$ cat src/hdl/tpt_pkg.sv
// ----------------------------------------------------------------------------
// tpt_pkg
// Shared types and fixed widths for the page table translator.
// ----------------------------------------------------------------------------
package tpt_pkg;

    localparam int VA_W    = 19;          // virtual address word
    localparam int PA_W    = 18;          // physical address word
    localparam int FRAME_W = 6;           // stored frame number
    localparam int TAG_W   = 7;           // page tag held in the TLB
    localparam int MAP_W   = FRAME_W + 1; // page map word: {valid, frame}

    typedef enum logic [2:0] {
        S_CLEAR,
        S_IDLE,
        S_MOD,
        S_READ,
        S_LOOK
    } t_state;

    typedef struct packed {
        logic               hit;
        logic [FRAME_W-1:0] frame;
    } t_tlb_rsp;

    typedef struct packed {
        logic               go;    // commit a translation
        logic               fill;  // miss: load the victim entry
        logic [TAG_W-1:0]   tag;
        logic [FRAME_W-1:0] frame;
    } t_tlb_upd;

endpackage

$ cat src/hdl/tpt_page_mem.sv
// ----------------------------------------------------------------------------
// tpt_page_mem
// Page map memory, one write port and one registered read port.
// ----------------------------------------------------------------------------
module tpt_page_mem #(
    parameter int DEPTH  = 128,
    parameter int ADDR_W = 7
) (
    input  logic                    i_clk,
    input  logic                    i_we,
    input  logic [ADDR_W-1:0]       i_waddr,
    input  logic [tpt_pkg::MAP_W-1:0] i_wdata,
    input  logic [ADDR_W-1:0]       i_raddr,
    output logic [tpt_pkg::MAP_W-1:0] o_rdata
);
    import tpt_pkg::*;

    logic [MAP_W-1:0] mem [DEPTH];
    logic [MAP_W-1:0] r_rdata;

    always_ff @(posedge i_clk) begin
        if (i_we) begin
            mem[i_waddr] <= i_wdata;
        end
        r_rdata <= mem[i_raddr];
    end

    assign o_rdata = r_rdata;

endmodule

$ cat src/hdl/tpt_tlb.sv
// ----------------------------------------------------------------------------
// tpt_tlb
// Fully associative TLB with saturating per-entry ages; oldest entry is the
// victim on a miss, lowest index on ties.
// ----------------------------------------------------------------------------
module tpt_tlb #(
    parameter int ENTRIES = 4,
    parameter int AGE_MAX = 1024
) (
    input  logic                      i_clk,
    input  logic                      i_rst_n,
    input  logic [tpt_pkg::TAG_W-1:0] i_tag,
    output tpt_pkg::t_tlb_rsp         o_rsp,
    input  tpt_pkg::t_tlb_upd         i_upd
);
    import tpt_pkg::*;

    localparam int SLOT_W = (ENTRIES > 1) ? $clog2(ENTRIES) : 1;
    localparam int AGE_W  = $clog2(AGE_MAX + 1);

    logic [ENTRIES-1:0] r_valid;
    logic [TAG_W-1:0]   r_tag   [ENTRIES];
    logic [FRAME_W-1:0] r_frame [ENTRIES];
    logic [AGE_W-1:0]   r_age   [ENTRIES];

    logic               hit;
    logic [SLOT_W-1:0]  hit_slot;
    logic [FRAME_W-1:0] hit_frame;
    logic [SLOT_W-1:0]  victim;
    logic [AGE_W-1:0]   best;
    logic [SLOT_W-1:0]  used;

    // lowest matching index wins: scan down so lower indices override
    always_comb begin
        hit       = 1'b0;
        hit_slot  = '0;
        hit_frame = '0;
        for (int i = ENTRIES - 1; i >= 0; i--) begin
            if (r_valid[i] && r_tag[i] == i_tag) begin
                hit       = 1'b1;
                hit_slot  = SLOT_W'(i);
                hit_frame = r_frame[i];
            end
        end
    end

    // greatest age, strict compare keeps the lowest index on ties
    always_comb begin
        best   = r_age[0];
        victim = '0;
        for (int i = 1; i < ENTRIES; i++) begin
            if (r_age[i] > best) begin
                best   = r_age[i];
                victim = SLOT_W'(i);
            end
        end
    end

    assign used        = hit ? hit_slot : victim;
    assign o_rsp.hit   = hit;
    assign o_rsp.frame = hit_frame;

    always_ff @(posedge i_clk) begin
        if (!i_rst_n) begin
            r_valid <= '0;
            for (int i = 0; i < ENTRIES; i++) begin
                r_age[i] <= AGE_W'(AGE_MAX);
            end
        end else if (i_upd.go) begin
            if (i_upd.fill) begin
                r_valid[victim] <= 1'b1;
            end
            for (int i = 0; i < ENTRIES; i++) begin
                if (SLOT_W'(i) == used) begin
                    r_age[i] <= '0;
                end else if (r_age[i] < AGE_W'(AGE_MAX)) begin
                    r_age[i] <= r_age[i] + 1'b1;
                end
            end
        end
    end

    always_ff @(posedge i_clk) begin
        if (i_upd.go && i_upd.fill) begin
            r_tag[victim]   <= i_upd.tag;
            r_frame[victim] <= i_upd.frame;
        end
    end

endmodule

$ cat src/hdl/tlb_page_table_translator.sv
// ----------------------------------------------------------------------------
// tlb_page_table_translator
// Virtual to physical address translation through a small TLB and a page map
// with lowest-free frame allocation on page faults.
// ----------------------------------------------------------------------------
// Usage: after reset the block sweeps all NUM_PAGES entries (128 by default)
// of the page map to clear them, with busy high. Then a word is taken on any
// cycle with start high and busy low. With NUM_PAGES a power of two the
// accept cycle launches the page map read, the next cycle sees the read data
// and the TLB compare and commits all updates, and o_valid pulses in the
// cycle after that, when the next word may already be taken. Otherwise the
// page number is reduced modulo NUM_PAGES one conditional subtract per cycle
// and the map read gets its own state before the lookup. The result appears
// on the o_ ports with o_valid, which is high for exactly one cycle; the
// receiver cannot stall the block, so it must take every strobe.
// On out of memory (page fault with every frame taken) nothing changes and the
// result reads address 0, frame 0, page_fault 1, status 1.
// ----------------------------------------------------------------------------
module tlb_page_table_translator #(
    parameter int OFFSET_BITS = 12,
    parameter int TLB_ENTRIES = 4,
    parameter int NUM_FRAMES  = 64,
    parameter int NUM_PAGES   = 128,
    parameter int AGE_MAX     = 1024
) (
    input  logic                        i_clk,
    input  logic                        i_rst_n,
    input  logic                        start,
    output logic                        busy,
    input  logic [tpt_pkg::VA_W-1:0]    i_virtual_address,
    output logic                        o_valid,
    output logic [tpt_pkg::PA_W-1:0]    o_physical_address,
    output logic [tpt_pkg::FRAME_W-1:0] o_frame_number,
    output logic                        o_tlb_hit,
    output logic                        o_page_fault,
    output logic                        o_status
);
    import tpt_pkg::*;

    localparam int RAW_W  = VA_W - OFFSET_BITS;          // raw page number
    localparam int PAGE_W = $clog2(NUM_PAGES);           // map index
    localparam int EXT_W  = (RAW_W > PAGE_W) ? RAW_W : PAGE_W;
    localparam int SUB_W  = RAW_W + PAGE_W + 1;          // modulo datapath
    localparam int STEP_W = $clog2(RAW_W);
    localparam int CNT_W  = $clog2(NUM_FRAMES + 1);      // frames allocated
    localparam int FP_W   = (CNT_W > FRAME_W) ? CNT_W : FRAME_W;
    localparam bit POW2   = ((NUM_PAGES & (NUM_PAGES - 1)) == 0);

    // control state
    t_state            r_state, n_state;
    logic [PAGE_W-1:0] r_clr, n_clr;
    logic [CNT_W-1:0]  r_used, n_used;   // frames 0..r_used-1 are taken
    logic [STEP_W-1:0] r_step, n_step;
    logic              r_valid, n_valid;

    // word in flight
    logic [PAGE_W-1:0]      r_page, n_page;
    logic [OFFSET_BITS-1:0] r_off, n_off;
    logic [RAW_W-1:0]       r_rem, n_rem;

    // result registers
    logic [PA_W-1:0]    r_pa, n_pa;
    logic [FRAME_W-1:0] r_frame, n_frame;
    logic               r_hit, n_hit;
    logic               r_fault, n_fault;
    logic               r_status, n_status;

    // page map port
    logic              mem_we;
    logic [PAGE_W-1:0] mem_waddr;
    logic [MAP_W-1:0]  mem_wdata;
    logic [PAGE_W-1:0] mem_raddr;
    logic [MAP_W-1:0]  mem_rdata;

    t_tlb_rsp tlb_rsp;
    t_tlb_upd tlb_upd;

    // address split
    logic [RAW_W-1:0]  va_raw;
    logic [EXT_W-1:0]  va_ext;
    logic [PAGE_W-1:0] va_page;
    logic [EXT_W-1:0]  rem_ext;
    logic [PAGE_W-1:0] rem_page;
    logic [SUB_W-1:0]  mod_sub;
    logic              mod_ok;

    // lookup
    logic               map_valid;
    logic [FRAME_W-1:0] map_frame;
    logic               fault;
    logic               oom;
    logic [FRAME_W-1:0] frame6;
    logic [FP_W-1:0]    frame_pa;

    assign va_raw   = i_virtual_address[VA_W-1:OFFSET_BITS];
    assign va_ext   = EXT_W'(va_raw);
    assign va_page  = va_ext[PAGE_W-1:0];
    assign rem_ext  = EXT_W'(r_rem);
    assign rem_page = rem_ext[PAGE_W-1:0];
    assign mod_sub  = SUB_W'(NUM_PAGES) << r_step;
    assign mod_ok   = SUB_W'(r_rem) >= mod_sub;

    assign map_valid = mem_rdata[FRAME_W];
    assign map_frame = mem_rdata[FRAME_W-1:0];
    assign fault     = !tlb_rsp.hit && !map_valid;
    assign oom       = fault && (r_used == CNT_W'(NUM_FRAMES));

    // a new frame keeps its full count for the address; stores keep 6 bits
    always_comb begin
        if (tlb_rsp.hit) begin
            frame6   = tlb_rsp.frame;
            frame_pa = FP_W'(tlb_rsp.frame);
        end else if (map_valid) begin
            frame6   = map_frame;
            frame_pa = FP_W'(map_frame);
        end else begin
            frame6   = FRAME_W'(r_used);
            frame_pa = FP_W'(r_used);
        end
    end

    tpt_page_mem #(
        .DEPTH  (NUM_PAGES),
        .ADDR_W (PAGE_W)
    ) u_page_mem (
        .i_clk   (i_clk),
        .i_we    (mem_we),
        .i_waddr (mem_waddr),
        .i_wdata (mem_wdata),
        .i_raddr (mem_raddr),
        .o_rdata (mem_rdata)
    );

    tpt_tlb #(
        .ENTRIES (TLB_ENTRIES),
        .AGE_MAX (AGE_MAX)
    ) u_tlb (
        .i_clk   (i_clk),
        .i_rst_n (i_rst_n),
        .i_tag   (TAG_W'(r_page)),
        .o_rsp   (tlb_rsp),
        .i_upd   (tlb_upd)
    );

    // next state, memory port and result
    always_comb begin
        n_state   = r_state;
        n_clr     = r_clr;
        n_used    = r_used;
        n_step    = r_step;
        n_page    = r_page;
        n_off     = r_off;
        n_rem     = r_rem;
        n_valid   = 1'b0;
        n_pa      = r_pa;
        n_frame   = r_frame;
        n_hit     = r_hit;
        n_fault   = r_fault;
        n_status  = r_status;
        mem_we    = 1'b0;
        mem_waddr = r_page;
        mem_wdata = '0;
        mem_raddr = r_page;
        tlb_upd   = '0;

        unique case (r_state)
            S_CLEAR: begin
                // write every map entry as unmapped
                mem_we    = 1'b1;
                mem_waddr = r_clr;
                n_clr     = r_clr + 1'b1;
                if (r_clr == PAGE_W'(NUM_PAGES - 1)) begin
                    n_state = S_IDLE;
                end
            end
            S_IDLE: begin
                mem_raddr = va_page;
                if (start) begin
                    n_off   = i_virtual_address[OFFSET_BITS-1:0];
                    n_page  = va_page;
                    n_rem   = va_raw;
                    n_step  = STEP_W'(RAW_W - 1);
                    n_state = POW2 ? S_LOOK : S_MOD;
                end
            end
            S_MOD: begin
                // restoring reduction, one shifted modulus per cycle
                if (mod_ok) begin
                    n_rem = RAW_W'(SUB_W'(r_rem) - mod_sub);
                end
                if (r_step == '0) begin
                    n_state = S_READ;
                end else begin
                    n_step = r_step - 1'b1;
                end
            end
            S_READ: begin
                mem_raddr = rem_page;
                n_page    = rem_page;
                n_state   = S_LOOK;
            end
            S_LOOK: begin
                n_valid  = 1'b1;
                n_hit    = tlb_rsp.hit;
                n_fault  = fault;
                n_status = oom;
                if (oom) begin
                    n_pa    = '0;
                    n_frame = '0;
                end else begin
                    n_pa          = PA_W'({frame_pa, r_off});
                    n_frame       = frame6;
                    tlb_upd.go    = 1'b1;
                    tlb_upd.fill  = !tlb_rsp.hit;
                    tlb_upd.tag   = TAG_W'(r_page);
                    tlb_upd.frame = frame6;
                    if (fault) begin
                        mem_we    = 1'b1;
                        mem_waddr = r_page;
                        mem_wdata = {1'b1, frame6};
                        n_used    = r_used + 1'b1;
                    end
                end
                n_state = S_IDLE;
            end
            default: begin
                n_state = S_IDLE;
            end
        endcase
    end

    always_ff @(posedge i_clk) begin
        if (!i_rst_n) begin
            r_state <= S_CLEAR;
            r_clr   <= '0;
            r_used  <= '0;
            r_step  <= '0;
            r_valid <= 1'b0;
        end else begin
            r_state <= n_state;
            r_clr   <= n_clr;
            r_used  <= n_used;
            r_step  <= n_step;
            r_valid <= n_valid;
        end
    end

    always_ff @(posedge i_clk) begin
        r_page   <= n_page;
        r_off    <= n_off;
        r_rem    <= n_rem;
        r_pa     <= n_pa;
        r_frame  <= n_frame;
        r_hit    <= n_hit;
        r_fault  <= n_fault;
        r_status <= n_status;
    end

    assign busy               = (r_state != S_IDLE) || !i_rst_n;
    assign o_valid            = r_valid;
    assign o_physical_address = r_pa;
    assign o_frame_number     = r_frame;
    assign o_tlb_hit          = r_hit;
    assign o_page_fault       = r_fault;
    assign o_status           = r_status;

`ifndef SYNTHESIS
    // out of memory reports a bare fault with a zero address
    a_oom_word: assert property (@(posedge i_clk) disable iff (!i_rst_n)
        (o_valid && o_status) |-> (o_page_fault && !o_tlb_hit &&
                                   o_physical_address == '0 && o_frame_number == '0))
        else $error("out of memory word carries a translation");

    // frame allocation never runs past the frame count
    a_used_bound: assert property (@(posedge i_clk) disable iff (!i_rst_n)
        r_used <= CNT_W'(NUM_FRAMES))
        else $error("frame allocation count overflow");

    // power of two page count: result strobe follows the look state that comes right after accept
    a_latency: assert property (@(posedge i_clk) disable iff (!i_rst_n)
        (start && !busy && POW2) |=> ##1 o_valid)
        else $error("result word missing after accept");
`endif

endmodule
$ cat config.mk
export PLATFORM = sky130hd
export DESIGN_NAME = tlb_page_table_translator
export DESIGN_NICKNAME = d
export VERILOG_FILES = /design/src/hdl/tpt_pkg.sv /design/src/hdl/tpt_page_mem.sv /design/src/hdl/tpt_tlb.sv /design/src/hdl/tlb_page_table_translator.sv
export SDC_FILE = /design/constraint.sdc
export NUM_CORES = 2
export LEC_CHECK = 0
export ABC_AREA = 1
export BUFFER_PORTS_ARGS = -buffer_cell sky130_fd_sc_hd__buf_2
export CAP_MARGIN = 20
export CORE_MARGIN = 2
export CORE_UTILIZATION = 40
export DETAILED_ROUTE_END_ITERATION = 12
export GPL_ROUTABILITY_DRIVEN = 0
export PLACE_DENSITY = 0.53
export SLEW_MARGIN = 10
export SYNTH_ARGS = -nofsm -noshare
export SYNTH_HDL_FRONTEND = slang
export SYNTH_SLANG_ARGS = --single-unit
$ cat constraint.sdc
create_clock -name i_clk -period 7.4 [get_ports i_clk]
set_input_delay 1.85 -clock i_clk [delete_from_list [all_inputs] [get_ports i_clk]]
set_output_delay 1.85 -clock i_clk [all_outputs]
set_load 0.005 [all_outputs]
==> impl_results.md <==
- Crit path largest cell delay: ~0.46 ns
- Max H-tree Level: 3
- Clock latency at the later pin of the worst-skew pair: between 0.7 and 0.8 ns
- VDD IR max: roughly 0.19 mV
- CTS tree: done
- Sink Count: around 1.1k
- Ranking of synthesized cells by area: edfxtp_1, nand3_1, inv_1, nand2_1, nand4_1
- WP data arrival: ~6.5 ns
- Initial DRT Pass Iterations: 5
- Gate Count Post-Synth: 4751
- ANT cells: 0
- Avg Vias per Cell: 5.21
- Clock root cell: clkbuf_16
- R2r endpoint: u_tlb.r_age[3][0]$_SDFFCE_PN0P_
- Die Span X: ~350 microns
- Global-route wire length before repair: 204 mm
- Initial Util: 0.403
- Synth Flop Type: edfxtp_1
- Critical Path Start Type: register
- GR peak layer: met2
- Final nets: 4763
- Die Ht: ~350 microns
- Hold Path End: u_tlb.r_valid[1]$_SDFFE_PN0P_
- Drt initial violations: between 3k and 4k
- Final HPWL DP: around 76 mm
- Hold Crit Class: reg2reg
- TNS Setup: 0 ns
- WL per Instance: between 20 and 25 microns
- Vias in the first global route: between 30k and 40k
- Largest net degree at the start of global routing: between 150 and 200
- Pwr dens: 231 mW/mm^2
- Post-synth EDFFs: 1039
- Fin. Hold Viols: 0
- Final WL: 134 mm
- Actual slew at the worst max-slew pin: about 1.2 ns
- Crit path kind: reg2reg
- Met3 Usage GRT: 0.0290
- Area grow syn2layout: 11.2%
- Required @ worst endpoint: about 7.7 ns
- Commonest cells after routing, fill and taps aside: edfxtp_1, inv_1, nand2_1
- Post-Syn Area per Cell: between 10 and 15 sq um
- Fmax achieved: around 160 MHz
- Fill cell count: ~12k
- Initial antenna violation count: 0
- Worst setup EP type: register
- Status: finished, final reports clean
- Min cycle time layout: 6.20 ns
- Synth top area share: 0.637
- Antenna Nets Post-Route: 0
- Synth unique cells: between 40 and 50
- Max clock buf depth: 3
- R2R setup slack: between 1 and 1.5 ns
- Post-synthesis sequential area ratio: 0.650
- Area leader, netlist: edfxtp_1
- Worst path slowest cell: edfxtp_1
- Hold path startpoint: u_tlb.r_valid[1]$_SDFFE_PN0P_
- Post-route cell area: ~0.055 sq mm
- Hold_buf cts: 0
- Yosys warnings: 0
- GR Util met2: 0.348
- FF+latch count, synth: about 1.1k
- Hold path depth: 2
- Post-Place Cells: just over 6k
- TritonCTS buffer count: around 110
- Leak: about 23 nW
- Synth Cell Area: between 0.04 and 0.05 sq mm
- Final std cells w/o fill: between 6k and 7k
- Site Rows: about 130
- Core Box Area: around 0.12 sq mm
- Tcrit/Tclk final: 0.838
- Worst Setup SP: u_tlb.r_age[1][2]$_SDFFCE_PN0P_
- Post-CTS sizing: 0
- GRT Util Overall: 0.211
- Hold slack: roughly 0.47 ns
- Worst slew margin: 0.208
- I/O pin count: between 50 and 60
- Max cap viols: 0
- RSZ-0062 raised after global routing: no
- GR Layer Usage met1: 0.292
- Clock slew at reported path FFs: 0.06 ns
- Critical path peak fanout: 22
- Placed instance area: 0.0508 sq mm
- Die area: around 0.13 sq mm
- Layout cell share with drive strength beyond 1: 0.0653
- Clock skew: approximately 0.023 ns
- Setup bufs post-CTS: 0
- Final Max Slew Viols: 0
- Syn nets: 4819
- Reg2reg path depth: 31
- Via count: roughly 33k
- Setup-failing EPs final: 0
- Final core utilization: 0.448
- GR Overflow Total: 0
- Drt drc: 0
- Most used cell, CP: nand2_1
- FFs w/ async S/R, synth: 0
- Worst R2R Start: u_tlb.r_age[1][2]$_SDFFCE_PN0P_
- Most common cell after layout, fill and taps aside: edfxtp_1
- IO buf count: 50
[cell type report]
class / count / area, sq um / share of cell area
clock inverters: 65 / 723 / 0.0133
inverters: 873 / 3290 / 0.0604
repair buffers: 104 / 818 / 0.0150
flip-flops and latches: 1071 / 31800 / 0.584
clock buffers: 147 / 3020 / 0.0554
well taps: 1625 / 2030 / 0.0373
multi-input cells: 2531 / 12800 / 0.235
[worst max-delay path by stage]
stage | to | slack, ns | depth (start not counted)
after floorplan | u_page_mem.mem[0][3]$_DFFE_PP_ | 1.35 | 7
after global placement | u_tlb.r_age[3][1]$_SDFFCE_PN0P_ | 1.21 | 29
after detailed placement | u_tlb.r_age[3][1]$_SDFFCE_PN0P_ | 1.18 | 29
after CTS | u_tlb.r_age[3][0]$_SDFFCE_PN0P_ | 1.16 | 29
after global routing | u_tlb.r_age[3][0]$_SDFFCE_PN0P_ | 0.37 | 31
final | u_tlb.r_age[3][0]$_SDFFCE_PN0P_ | 1.20 | 31
[power by group]
| group | switching [mW] | internal [mW] |
|---|---|---|
| registers | 0.0146 | 6.58 |
| logic | 0.162 | 0.0611 |
| clock network | 2.41 | 3.39 |
| total | 2.59 | 10.0 |
[cell families after synthesis]
group,synth area share
and+or+nand+nor,0.201
buffers and inverters,0.0919
DFF,0.650
AOI/OAI and AO/OA,0.0360
xor gates and xnor gates,0.00929
adders and majority gates,0.0117
[state kept, by name, indices dropped and copies added, names as in the netlist, 4 cells and up]
| name | flops |
|---|---|
| r_used | 7 |
| r_rem | 7 |
| u_tlb.r_valid | 4 |
| u_tlb.r_age | 44 |
| r_clr | 7 |
| r_off | 12 |
| u_page_mem.mem | 896 |
| u_tlb.r_tag | 28 |
| u_page_mem.o_rdata | 7 |
| r_page | 7 |
| u_tlb.r_frame | 24 |
| o_physical_address | 18 |
[stage by stage]
step | power (mW) | setup slack (ns)
2_1_floorplan | 6.87 | 1.35
3_3_place_gp | 6.95 | 1.21
3_5_place_dp | 6.95 | 1.18
4_1_cts | 12.7 | 1.16
5_1_grt | 13.0 | 0.374
6_report | 12.6 | 1.20
[Yosys cell counts (4+ instances only)]
| cell type | number |
|---|---|
| a21oi_1 | 36 |
| a221oi_1 | 4 |
| buf_1 | 28 |
| buf_2 | 126 |
| buf_4 | 9 |
| clkbuf_1 | 113 |
| dfxtp_1 | 32 |
| edfxtp_1 | 1039 |
| ha_1 | 46 |
| inv_1 | 861 |
| inv_2 | 11 |
| nand2_1 | 798 |
| nand2_2 | 6 |
| nand3_1 | 723 |
| nand4_1 | 279 |
| nand4_4 | 8 |
| nor2_1 | 266 |
| nor3_1 | 18 |
| nor3b_1 | 4 |
| nor4_1 | 7 |
| o211ai_1 | 59 |
| o21a_1 | 7 |
| o21ai_0 | 137 |
| o21ai_1 | 47 |
| o22ai_1 | 7 |
| xnor2_1 | 22 |
| xor2_1 | 30 |
[worst max-delay path: cells and delay by family, from the launching register on]
| kind | cells | cell delay (ns) |
|---|---|---|
| buffers and inverters | 2 | 0.15 |
| AOI/OAI and AO/OA | 4 | 0.64 |
| DFF | 1 | 0.46 |
| adders and majority gates | 3 | 1.00 |
| and+or+nand+nor | 22 | 3.55 |
[per-layer routing]
metal | part of all wire | vias to the layer above
met4 | 0.026 | 0
met1 | 0.45 | 16366
met2 | 0.48 | 889
met5 | 0 | -
met3 | 0.052 | 174
li1 | - | 16008
Power figures use the tool's default switching activity.
